$ cat src/rtl/lcbb_pkg.sv
// Package: constants, codes and types of the LRU cache with byte budget.
`timescale 1ns / 1ps
package lcbb_pkg;
	localparam int unsigned ENTRIES = 16;
	localparam int unsigned IDX_W = $clog2(ENTRIES);

	localparam logic [1:0] OP_LOAD  = 2'd0;
	localparam logic [1:0] OP_ADD   = 2'd1;
	localparam logic [1:0] OP_CLEAR = 2'd2;
	localparam logic [1:0] OP_NOP   = 2'd3;

	localparam logic [2:0] RK_EVICTED  = 3'd0;
	localparam logic [2:0] RK_HIT      = 3'd1;
	localparam logic [2:0] RK_INSERTED = 3'd2;
	localparam logic [2:0] RK_NOTFOUND = 3'd3;
	localparam logic [2:0] RK_CLEARED  = 3'd4;

	localparam logic [1:0] ADDR_BUDGET = 2'd0;

	localparam logic [23:0] BUDGET_RESET = 24'd131072;

	typedef enum logic [5:0] {
		ST_IDLE  = 6'b000001,
		ST_SCAN  = 6'b000010,
		ST_DEC   = 6'b000100,
		ST_EVICT = 6'b001000,
		ST_FILL  = 6'b010000,
		ST_OUT   = 6'b100000
	} state_t;
endpackage

$ cat src/rtl/lru_cache_with_byte_budget.sv
// Top level: LRU cache bookkeeping with a byte budget, memory-based scan.
`timescale 1ns / 1ps
// Flow: a request scans the slot memory, and a hit or not-found result follows that scan. A fill
// needs a second scan for the oldest entry, and each eviction ahead of it adds another scan.
// A new item is taken only in idle once the last result has been taken; a clear needs no scan.
// A waiting eviction result holds the next eviction or the fill. One memory read per cycle.
// Reset: valid bits, byte total, use counter and budget return to their reset values at once.
module lru_cache_with_byte_budget import lcbb_pkg::*; (
	input  logic        clk,
	input  logic        arst_n,
	input  logic        s_tvalid,
	output logic        s_tready,
	// s_tdata from bit 0: opcode[1:0], object_key[33:2], item_size[57:34], zero pad
	input  logic [63:0] s_tdata,
	// s_tuser: source_present
	input  logic        s_tuser,
	output logic        m_tvalid,
	input  logic        m_tready,
	// m_tdata from bit 0: result_kind[2:0], slot_index[6:3], entry_key[38:7],
	// entry_size[62:39], bytes_in_use[90:63], zero pad
	output logic [95:0] m_tdata,
	// m_tlast: last_result
	output logic        m_tlast,
	input  logic        psel,
	input  logic        penable,
	input  logic        pwrite,
	input  logic [1:0]  paddr,
	input  logic [31:0] pwdata,
	output logic [31:0] prdata,
	output logic        pready
);
	localparam int unsigned CNT_W = $clog2(ENTRIES + 1);

	// Slot memory: key, size, age. Read registered; valid bits in flops.
	logic [87:0]        mem [ENTRIES];
	logic [87:0]        rd_q;
	logic [ENTRIES-1:0] valid_q;
	logic [23:0]        budget_q;
	logic [27:0]        used_q;
	logic [31:0]        ctr_q;
	state_t             state_q;

	logic [1:0]  op_q;
	logic [31:0] key_q;
	logic [23:0] size_q;
	logic        pres_q;
	logic        evict_mode_q; // scan looks for oldest instead of a key match
	logic [CNT_W-1:0] ptr_q;   // read address of the scan
	logic [IDX_W-1:0] cmp_q;   // index of the entry in rd_q
	logic        rv_q;         // rd_q holds a scanned entry
	logic        hit_q;
	logic [IDX_W-1:0] hit_idx_q;
	logic        old_q;
	logic [IDX_W-1:0] old_idx_q;
	logic [31:0] old_age_q;
	logic [55:0] old_ks_q;
	logic        wr_en;
	logic [IDX_W-1:0] wr_addr;
	logic [87:0] wr_data;

	logic [2:0]  o_kind_q;
	logic [IDX_W-1:0] o_slot_q;
	logic [31:0] o_key_q;
	logic [23:0] o_size_q;
	logic        o_last_q;
	logic        o_valid_q;

	logic        s_fire;
	logic        cfg_wr;
	logic        need;
	logic        free_any;
	logic [IDX_W-1:0] free_idx;
	logic        rd_valid;

	assign s_fire  = s_tvalid && s_tready;
	assign s_tready = (state_q == ST_IDLE) && !o_valid_q;
	assign pready  = 1'b1;
	assign cfg_wr  = psel && penable && pwrite && pready;
	assign prdata  = (paddr == ADDR_BUDGET) ? {8'd0, budget_q} : 32'd0;
	assign m_tvalid = o_valid_q;
	assign m_tlast  = o_last_q;
	assign m_tdata  = {5'd0, used_q, o_size_q, o_key_q, 4'(o_slot_q), o_kind_q};
	assign rd_valid = valid_q[cmp_q];

	// Budget test uses 29 bits: total plus size may exceed 2^28.
	always_comb begin
		need = 1'b0;
		if ({1'b0, used_q} + {5'd0, size_q} > {5'd0, budget_q}) need = 1'b1;
	end

	always_comb begin
		free_any = 1'b0;
		free_idx = '0;
		for (int i = ENTRIES - 1; i >= 0; i--) begin
			if (!valid_q[i]) begin
				free_any = 1'b1;
				free_idx = IDX_W'(i);
			end
		end
	end

	always_ff @(posedge clk) begin
		if (wr_en) mem[wr_addr] <= wr_data;
		rd_q <= mem[ptr_q[IDX_W-1:0]];
	end

	always_comb begin
		wr_en = 1'b0;
		wr_addr = hit_idx_q;
		wr_data = {ctr_q + 32'd1, rd_q[55:0]};
		if (state_q == ST_DEC && hit_q && op_q == OP_LOAD && !evict_mode_q) begin
			wr_en = 1'b1;
			wr_data = {ctr_q + 32'd1, old_ks_q};
		end else if (state_q == ST_FILL) begin
			wr_en = 1'b1;
			wr_addr = free_idx;
			wr_data = {ctr_q + 32'd1, size_q, key_q};
		end
	end

	always_ff @(posedge clk or negedge arst_n) begin
		if (!arst_n) begin
			state_q <= ST_IDLE;
			valid_q <= '0;
			budget_q <= BUDGET_RESET;
			used_q <= '0;
			ctr_q <= '0;
			o_valid_q <= 1'b0;
			ptr_q <= '0;
			rv_q <= 1'b0;
			evict_mode_q <= 1'b0;
		end else begin
			if (cfg_wr && paddr == ADDR_BUDGET) budget_q <= pwdata[23:0];
			if (o_valid_q && m_tready) o_valid_q <= 1'b0;
			case (state_q)
				ST_IDLE: begin
					if (s_fire) begin
						op_q <= s_tdata[1:0];
						key_q <= s_tdata[33:2];
						size_q <= s_tdata[57:34];
						pres_q <= s_tuser;
						if (s_tdata[1:0] == OP_CLEAR) begin
							valid_q <= '0;
							used_q <= '0;
							o_kind_q <= RK_CLEARED;
							o_slot_q <= '0;
							o_key_q <= '0;
							o_size_q <= '0;
							o_last_q <= 1'b1;
							o_valid_q <= 1'b1;
						end else if (s_tdata[1:0] != OP_NOP) begin
							state_q <= ST_SCAN;
							evict_mode_q <= 1'b0;
							ptr_q <= '0;
							rv_q <= 1'b0;
							hit_q <= 1'b0;
							old_q <= 1'b0;
						end
					end
				end
				ST_SCAN: begin
					// Advance the read pointer; compare the entry read last cycle.
					if (ptr_q != CNT_W'(ENTRIES)) ptr_q <= ptr_q + 1'b1;
					cmp_q <= ptr_q[IDX_W-1:0];
					rv_q <= (ptr_q != CNT_W'(ENTRIES));
					if (rv_q && rd_valid) begin
						if (!evict_mode_q && !hit_q && rd_q[31:0] == key_q) begin
							hit_q <= 1'b1;
							hit_idx_q <= cmp_q;
							old_ks_q <= rd_q[55:0];
						end
						if (!old_q || rd_q[87:56] < old_age_q) begin
							old_q <= 1'b1;
							old_idx_q <= cmp_q;
							old_age_q <= rd_q[87:56];
							if (evict_mode_q) old_ks_q <= rd_q[55:0];
						end
					end
					if (!rv_q && ptr_q == CNT_W'(ENTRIES)) state_q <= ST_DEC;
				end
				ST_DEC: begin
					if (!evict_mode_q && hit_q) begin
						if (op_q == OP_LOAD) ctr_q <= ctr_q + 32'd1;
						o_kind_q <= RK_HIT;
						o_slot_q <= hit_idx_q;
						o_key_q <= old_ks_q[31:0];
						o_size_q <= old_ks_q[55:32];
						o_last_q <= 1'b1;
						state_q <= ST_OUT;
					end else if (!evict_mode_q && op_q == OP_LOAD && !pres_q) begin
						o_kind_q <= RK_NOTFOUND;
						o_slot_q <= '0;
						o_key_q <= key_q;
						o_size_q <= '0;
						o_last_q <= 1'b1;
						state_q <= ST_OUT;
					end else if (!evict_mode_q) begin
						// Miss: rescan for the oldest entry.
						evict_mode_q <= 1'b1;
						ptr_q <= '0;
						rv_q <= 1'b0;
						old_q <= 1'b0;
						state_q <= ST_SCAN;
					end else if (o_valid_q) begin
						// Hold until the previous eviction result is taken.
						state_q <= ST_DEC;
					end else if (old_q && (need || !free_any)) begin
						state_q <= ST_EVICT;
					end else begin
						state_q <= ST_FILL;
					end
				end
				ST_EVICT: begin
					// Drop the victim and report it.
					valid_q[old_idx_q] <= 1'b0;
					used_q <= used_q - {4'd0, old_ks_q[55:32]};
					o_kind_q <= RK_EVICTED;
					o_slot_q <= old_idx_q;
					o_key_q <= old_ks_q[31:0];
					o_size_q <= old_ks_q[55:32];
					o_last_q <= 1'b0;
					state_q <= ST_OUT;
				end
				ST_FILL: begin
					ctr_q <= ctr_q + 32'd1;
					valid_q[free_idx] <= 1'b1;
					used_q <= used_q + {4'd0, size_q};
					o_kind_q <= RK_INSERTED;
					o_slot_q <= free_idx;
					o_key_q <= key_q;
					o_size_q <= size_q;
					o_last_q <= 1'b1;
					state_q <= ST_OUT;
				end
				ST_OUT: begin
					if (!o_valid_q) begin
						o_valid_q <= 1'b1;
						if (o_last_q) begin
							state_q <= ST_IDLE;
						end else begin
							ptr_q <= '0;
							rv_q <= 1'b0;
							old_q <= 1'b0;
							state_q <= ST_SCAN;
						end
					end
				end
				default: state_q <= ST_IDLE;
			endcase
		end
	end

	// An eviction result never carries the last flag.
	a_evict_not_last: assert property (@(posedge clk) disable iff (!arst_n)
		m_tvalid && m_tdata[2:0] == RK_EVICTED |-> !m_tlast)
		else $error("eviction marked last");
	// No new transfer while a result waits.
	a_no_accept_busy: assert property (@(posedge clk) disable iff (!arst_n)
		m_tvalid |-> !s_tready)
		else $error("accept while result pending");
	// A cleared result leaves no valid slot.
	a_clear_empty: assert property (@(posedge clk) disable iff (!arst_n)
		s_fire && s_tdata[1:0] == OP_CLEAR |=> valid_q == '0 && used_q == '0)
		else $error("clear left state");
endmodule

$ cat config.mk
export PLATFORM = sky130hd
export DESIGN_NAME = lru_cache_with_byte_budget
export DESIGN_NICKNAME = d
export VERILOG_FILES = /design/src/rtl/lcbb_pkg.sv /design/src/rtl/lru_cache_with_byte_budget.sv
export SDC_FILE = /design/constraint.sdc
export NUM_CORES = 2
export LEC_CHECK = 0
export CORE_AREA = 2 2 489 248
export CTS_BUF_LIST = sky130_fd_sc_hd__clkbuf_8 sky130_fd_sc_hd__clkbuf_16
export DETAILED_ROUTE_END_ITERATION = 8
export DIE_AREA = 0 0 491 250
export DONT_BUFFER_PORTS = 1
export MAX_ROUTING_LAYER = met4
export PLACE_DENSITY_LB_ADDON = 0.3
export SETUP_SLACK_MARGIN = 0.4
export SYNTH_ARGS = -nofsm -noshare
export SYNTH_HDL_FRONTEND = slang
export SYNTH_SLANG_ARGS = --single-unit
$ cat constraint.sdc
create_clock -name clk -period 9.3 [get_ports clk]
set_input_delay 1.86 -clock clk [delete_from_list [all_inputs] [get_ports clk]]
set_output_delay 1.86 -clock clk [all_outputs]
set_load 0.05 [all_outputs]
# Yosys cells after proc, flatten, opt, wreduce, memory -nomap -nowiden
# Memories as Yosys holds them, arrays and structs flattened. A register that Yosys moved wholly into a read port is not among the register bits.
# Index checks and enable logic that the tools add are counted.
# Widths: inputs -> output; s select.
dict set report op_classes {
  add_sub_neg 5
  magnitude_cmp 7
  eq_ne 28
  mux 130
  bitwise 3
  n_reduce_logical 51
}
# op n
set ops {}
lappend ops {{$mux 56} 5}
lappend ops {{$mux 32} 6}
lappend ops {{$pmux 32 s4} 1}
lappend ops {{$mux 24} 5}
lappend ops {{$pmux 24 s4} 1}
lappend ops {{$mux 4} 22}
lappend ops {{$pmux 28 s3} 1}
lappend ops {{$pmux 32 s2} 1}
lappend ops {{$mux 5} 12}
lappend ops {{$mux 28} 2}
lappend ops {{$pmux 16 s3} 1}
lappend ops {{$mux 1} 46}
lappend ops {{$mux 6} 7}
lappend ops {{$add 32x1->32 const B} 1}
lappend ops {{$eq 32x32->1} 1}
lappend ops {{$lt 32x32->1} 1}
lappend ops {{$mux 16} 2}
lappend ops {{$pmux 6 s5} 1}
lappend ops {{$add 28x24->29} 1}
lappend ops {{$gt 29x24->1} 1}
lappend ops {{$add 28x24->28} 1}
lappend ops {{$sub 28x24->28} 1}
lappend ops {{$ne 2x2->1 const B} 13}
lappend ops {{$pmux 5 s4} 1}
lappend ops {{42 further kinds} 90}
dict set report totals {
  ff_bits 339
  ram_bits 1408
  in_bits 106
  output_inout_bits 132
  mem_count 1
}
# memory words word_bits rd rd_clocked_by_memory_dff wr line
set memory_table {}
lappend memory_table {mem 16 88 1 1 1 lru_cache_with_byte_budget.sv:35} ;# logic [87:0] mem [ENTRIES];

# Depth between registers and ports, before layout
dict set report logic_depth {
  depth_word 25
  mapped_depth 22
  ltp_nobuf 22
}

# Worst setup path before layout
# No wires, ideal clock.
dict set report synth_timing {
  path_kind {flip-flop to flip-flop}
  from {reg state_q[5]}
  to {mem mem[3][0] (enable)}
  setup_time_ns 0.643
  t_arrival_ns 7.783
  t_required_ns 8.657
  slack_ns 0.874
  path_stages_with_launch 10
  path_buffers 1
  cell_sequence {dfrtp_1 > nor3_1 > nand3_1 > nor2_1 > nand2_1 > or3_1 > clkbuf_1 > nor2_1 > a31oi_1 > nor3_1}
}
dict set report synth_via {
  elab_chain_cells 7
  elab_cells_between_ends 11
  classes_between {2 x eq/ne; 6 x mux; 3 x reduce/logical}
}
# item line
set synth_rtl {}
lappend synth_rtl {{start: declaration} lru_cache_with_byte_budget.sv:41} ;# state_t state_q;
lappend synth_rtl {{start signal: assignment} lru_cache_with_byte_budget.sv:123} ;# state_q <= ST_IDLE;
lappend synth_rtl {{start signal: assignment} lru_cache_with_byte_budget.sv:152} ;# state_q <= ST_SCAN;
lappend synth_rtl {{start signal: assignment} lru_cache_with_byte_budget.sv:179} ;# if (!rv_q && ptr_q == CNT_W'(ENTRIES)) state_q <= ST_DEC;
lappend synth_rtl {{$eq 6x3->1} lru_cache_with_byte_budget.sv:111} ;# if (state_q == ST_DEC && hit_q && op_q == OP_LOAD && !evict_mode_q) begin
lappend synth_rtl {{$logic_and 1x1->1 (3 in series)} lru_cache_with_byte_budget.sv:111}
lappend synth_rtl {{$mux 1} lru_cache_with_byte_budget.sv:111}
lappend synth_rtl {{$mux 1} lru_cache_with_byte_budget.sv:103} ;# if (wr_en) mem[wr_addr] <= wr_data;
lappend synth_rtl {{$mux 1 (not written as such)} lru_cache_with_byte_budget.sv:103}
lappend synth_rtl {{end: declaration} lru_cache_with_byte_budget.sv:35}
# Several ways; a longest one is shown, not always the timed one.

# Worst setup path after layout
dict set report layout_timing {
  from {reg state_q[2]}
  to {reg used_q[20]}
}
dict set report layout_via {
  elab_chain_cells 5
  elab_cells_between_ends 10
  classes_between {5 x eq/ne; 1 x mux; 4 x reduce/logical}
}
# item line
set layout_rtl {}
lappend layout_rtl {{$eq 6x1->1} {lru_cache_with_byte_budget.sv:76, lru_cache_with_byte_budget.sv:135}}
lappend layout_rtl {{$logic_and 1x1->1} lru_cache_with_byte_budget.sv:76} ;# assign s_tready = (state_q == ST_IDLE) && !o_valid_q;
lappend layout_rtl {{$logic_and 1x1->1} lru_cache_with_byte_budget.sv:75} ;# assign s_fire = s_tvalid && s_tready;
lappend layout_rtl {{$ne 2x2->1 (no source line)} -}
lappend layout_rtl {{$reduce_and 3->1 (no source line)} -}
lappend layout_rtl {{end signal: assignment} lru_cache_with_byte_budget.sv:216} ;# used_q <= used_q - {4'd0, old_ks_q[55:32]};
lappend layout_rtl {{end signal: assignment} lru_cache_with_byte_budget.sv:227} ;# used_q <= used_q + {4'd0, size_q};
lappend layout_rtl {{end: declaration} lru_cache_with_byte_budget.sv:39} ;# logic [27:0] used_q;
# Several ways; a longest one is shown, not always the timed one.
# A chain may end at the register's enable or synchronous reset.

==> flow_metrics.tcl <==
set metrics [dict create \
    synth_edf_count 1633 \
    vias_per_cell 6.80 \
    yosysSeqAreaShare_pct 72.3 \
    ys_types 83 \
    synth.top_cells.by_count "1633 x edfxtp_1, 445 x mux4_2, 305 x nand2_1, 145 x o21ai_0, 137 x clkbuf_1" \
    tns_ns 0 \
    clock_sinks 1835 \
    ir_drop_mv 0.303 \
    post-route-min-period_ns 5.32 \
    vias 39600 \
    grt_overflow 0 \
    syn_avg_cell_area_sq_um 18.5 \
    grt_pass1_wl_microns 269000 \
    drtPass1Iterations 6 \
    grt_use_total_pct 31.1 \
    port-buffer-count 0 \
    grt_start_max_net_pins 140 \
    clock_latency_ns 0.78 \
    final_nets 4297 \
    timing.final.hold_violations 0 \
    post-cts-setup-buffers 0 \
    async_flop_share_pct 6.21 \
    clk_pin_slew_ns 0.07 \
    grt_setup_unrepaired "no" \
    ys_top_cells_by_area "edfxtp_1 66%, mux4_2 13%, dfrtp_1 3.8%" \
    crit_required_ns 9.98 \
    register_area_sq_mm 0.0537 \
    io_pins 238 \
    ctsResizeCount 0 \
    drt-total-wl_microns 183000 \
    holdWs_ns 0.444 \
    synth_most_common_cell "edfxtp_1" \
    grt_antenna_before_repair 3 \
    grt_pass1_vias 38600 \
    syn2layout_area_growth_pct 10.0 \
    postRouteAntennaNets 0 \
    hp-class "reg2reg" \
    max_cap_viol_count 0 \
    die_h_microns 250 \
    cts-root-buf "clkbuf_16" \
    drt_iter0_drc 6380 \
    worst-setup-path-type "reg2reg" \
    crit_fanout 55 \
    htree_num_levels 4 \
    dieArea_sq_mm 0.123 \
    slew_headroom_pct 2.79 \
    cp-end-kind "flop" \
    clockBufferDepth 3 \
    cts-hold-fix-buffers 0 \
    cp-start-kind "flop" \
    fin_crit_sh_pct 57.2 \
    synth_top_cell_area_share_pct 66.0 \
    yosys.area.top_type "edfxtp_1" \
    drv_slew 0 \
    syn_area_sq_mm 0.0743 \
    arrival_ns 6.00 \
    final_layout_size_suffix_gt1_share_pct 21.2 \
    ys_ff_latch 1835 \
    yosys_most_used_dff "edfxtp_1" \
    outcome "finished, final reports clean" \
    dp_hpwl_microns 99500 \
    fin_skew_ns 0.0466 \
    drc_errors 0 \
    core_sq_mm 0.119 \
    fillers 7243 \
    wl_per_cell_microns 31.4 \
    clock.fmax_mhz 188 \
    start_util_pct 62.3 \
    cts_tree "built" \
    yosys_warnings 0 \
    p_leak_nw 28.3 \
    setup_viol 0 \
    fp-row-count 90 \
    cts_buffers 148 \
    synthCells 4007 \
    gp_congestion 0.938 \
    worst_pin_slew_ns 1.45 \
    multi_input_area_sq_mm 0.0197 \
    power_density_mw_per_mm2 264 \
    die_x_microns 491 \
]
[critical path, cell delays in order (launching register included)]
cell      delay (ns)
dfrtp_1         0.45
nor3_1          0.36
and2_4          0.28
buf_4           0.63
nand2_1         0.31
o21ai_0         0.23
ha_1            0.23
inv_1           0.06
fa_1            0.42
nand2b_1        0.21
a21oi_1         0.26
nor3_1          0.08
o21ai_0         0.50
a31oi_1         0.26
o311ai_0        0.48
a21oi_1         0.14
xor2_1          0.15
o21ai_0         0.16
[per-stage QoR]
stage	util, %	power [mW]	instances	setup WS (ns)	area [sq um]
finish	68.6	21.6	5820	3.98	81700
global route	68.6	22.4	5817	3.74	81700
CTS	68.5	21.6	5813	4.07	81600
detailed placement	64.2	15.1	5537	4.10	76500
global placement	64.2	14.9	5537	4.16	76500
floorplan	-	13.8	4019	0.874	74300
[layout make-up]
type / instances / area share (%)
Clock buffer: 164 / 4.89
Clock inverter: 112 / 1.36
Sequential cell: 1835 / 65.7
Inverter: 94 / 0.432
Antenna cell: 5 / 0.0153
Timing Repair Buffer: 93 / 0.977
Tap cell: 1610 / 2.47
Multi-Input combinational cell: 1907 / 24.2
[power breakdown]
part	internal, mW	switching, mW
logic	1.79	2.54
registers	9.96	0.710
clock network	3.67	2.94
total	15.4	6.19
[registers in the layout (all words and copies together) (netlist names), 24 cells and up]
signal / cells
mem: 1408
rd_q: 88
old_ks_q: 56
ctr_q: 32
key_q: 32
o_key_q: 32
old_age_q: 32
used_q: 28
budget_q: 24
o_size_q: 24
size_q: 24
[worst paths after layout]
check                                 from             to  slack [ns]  cells past startpoint
worst max-delay path            state_q[2]     used_q[20]        3.98                     17
worst max register to register  state_q[2]     used_q[20]        3.98                     17
worst min register to register    rd_q[76]  old_age_q[20]        0.44                      0
min in group asynchronous           arst_n     valid_q[1]        0.80                      0
max in group asynchronous           arst_n       ctr_q[4]        8.24                      0
worst min-delay path              rd_q[76]  old_age_q[20]        0.44                      0
[cells by family (layout without fill, tap and decap cells)]
group,Yosys count,in the layout,share of synthesized area (%)
AND/OR/NAND/NOR,664,664,4.12
adder cells (fa/ha/maj),112,112,1.91
multiplexers,504,504,14.4
flip-flops,1835,1835,72.3
other,2,19,0.0101
buffers and inverters,277,463,1.50
XOR/XNOR,160,160,1.89
AO/OA/AOI/OAI,453,453,3.93
[routing by layer]
metal  global-route usage, %  part of all wire [%]
met5                       -                     0
met4                    7.48                   2.2
met3                    7.75                    13
met2                    43.4                    44
met1                    46.9                    40
[cells in the final DEF (no fill, tap or decap), types with 88 or more instances in the layout]
master        n
edfxtp_1   1633
mux4_2      445
nand2_1     303
clkbuf_16   154
o21ai_0     145
inv_1       128
ha_1        110
dfrtp_1     108
nor2_1      106
xnor2_1      94
dfxtp_1      88
Note: power is estimated with default switching activity, not from simulation.
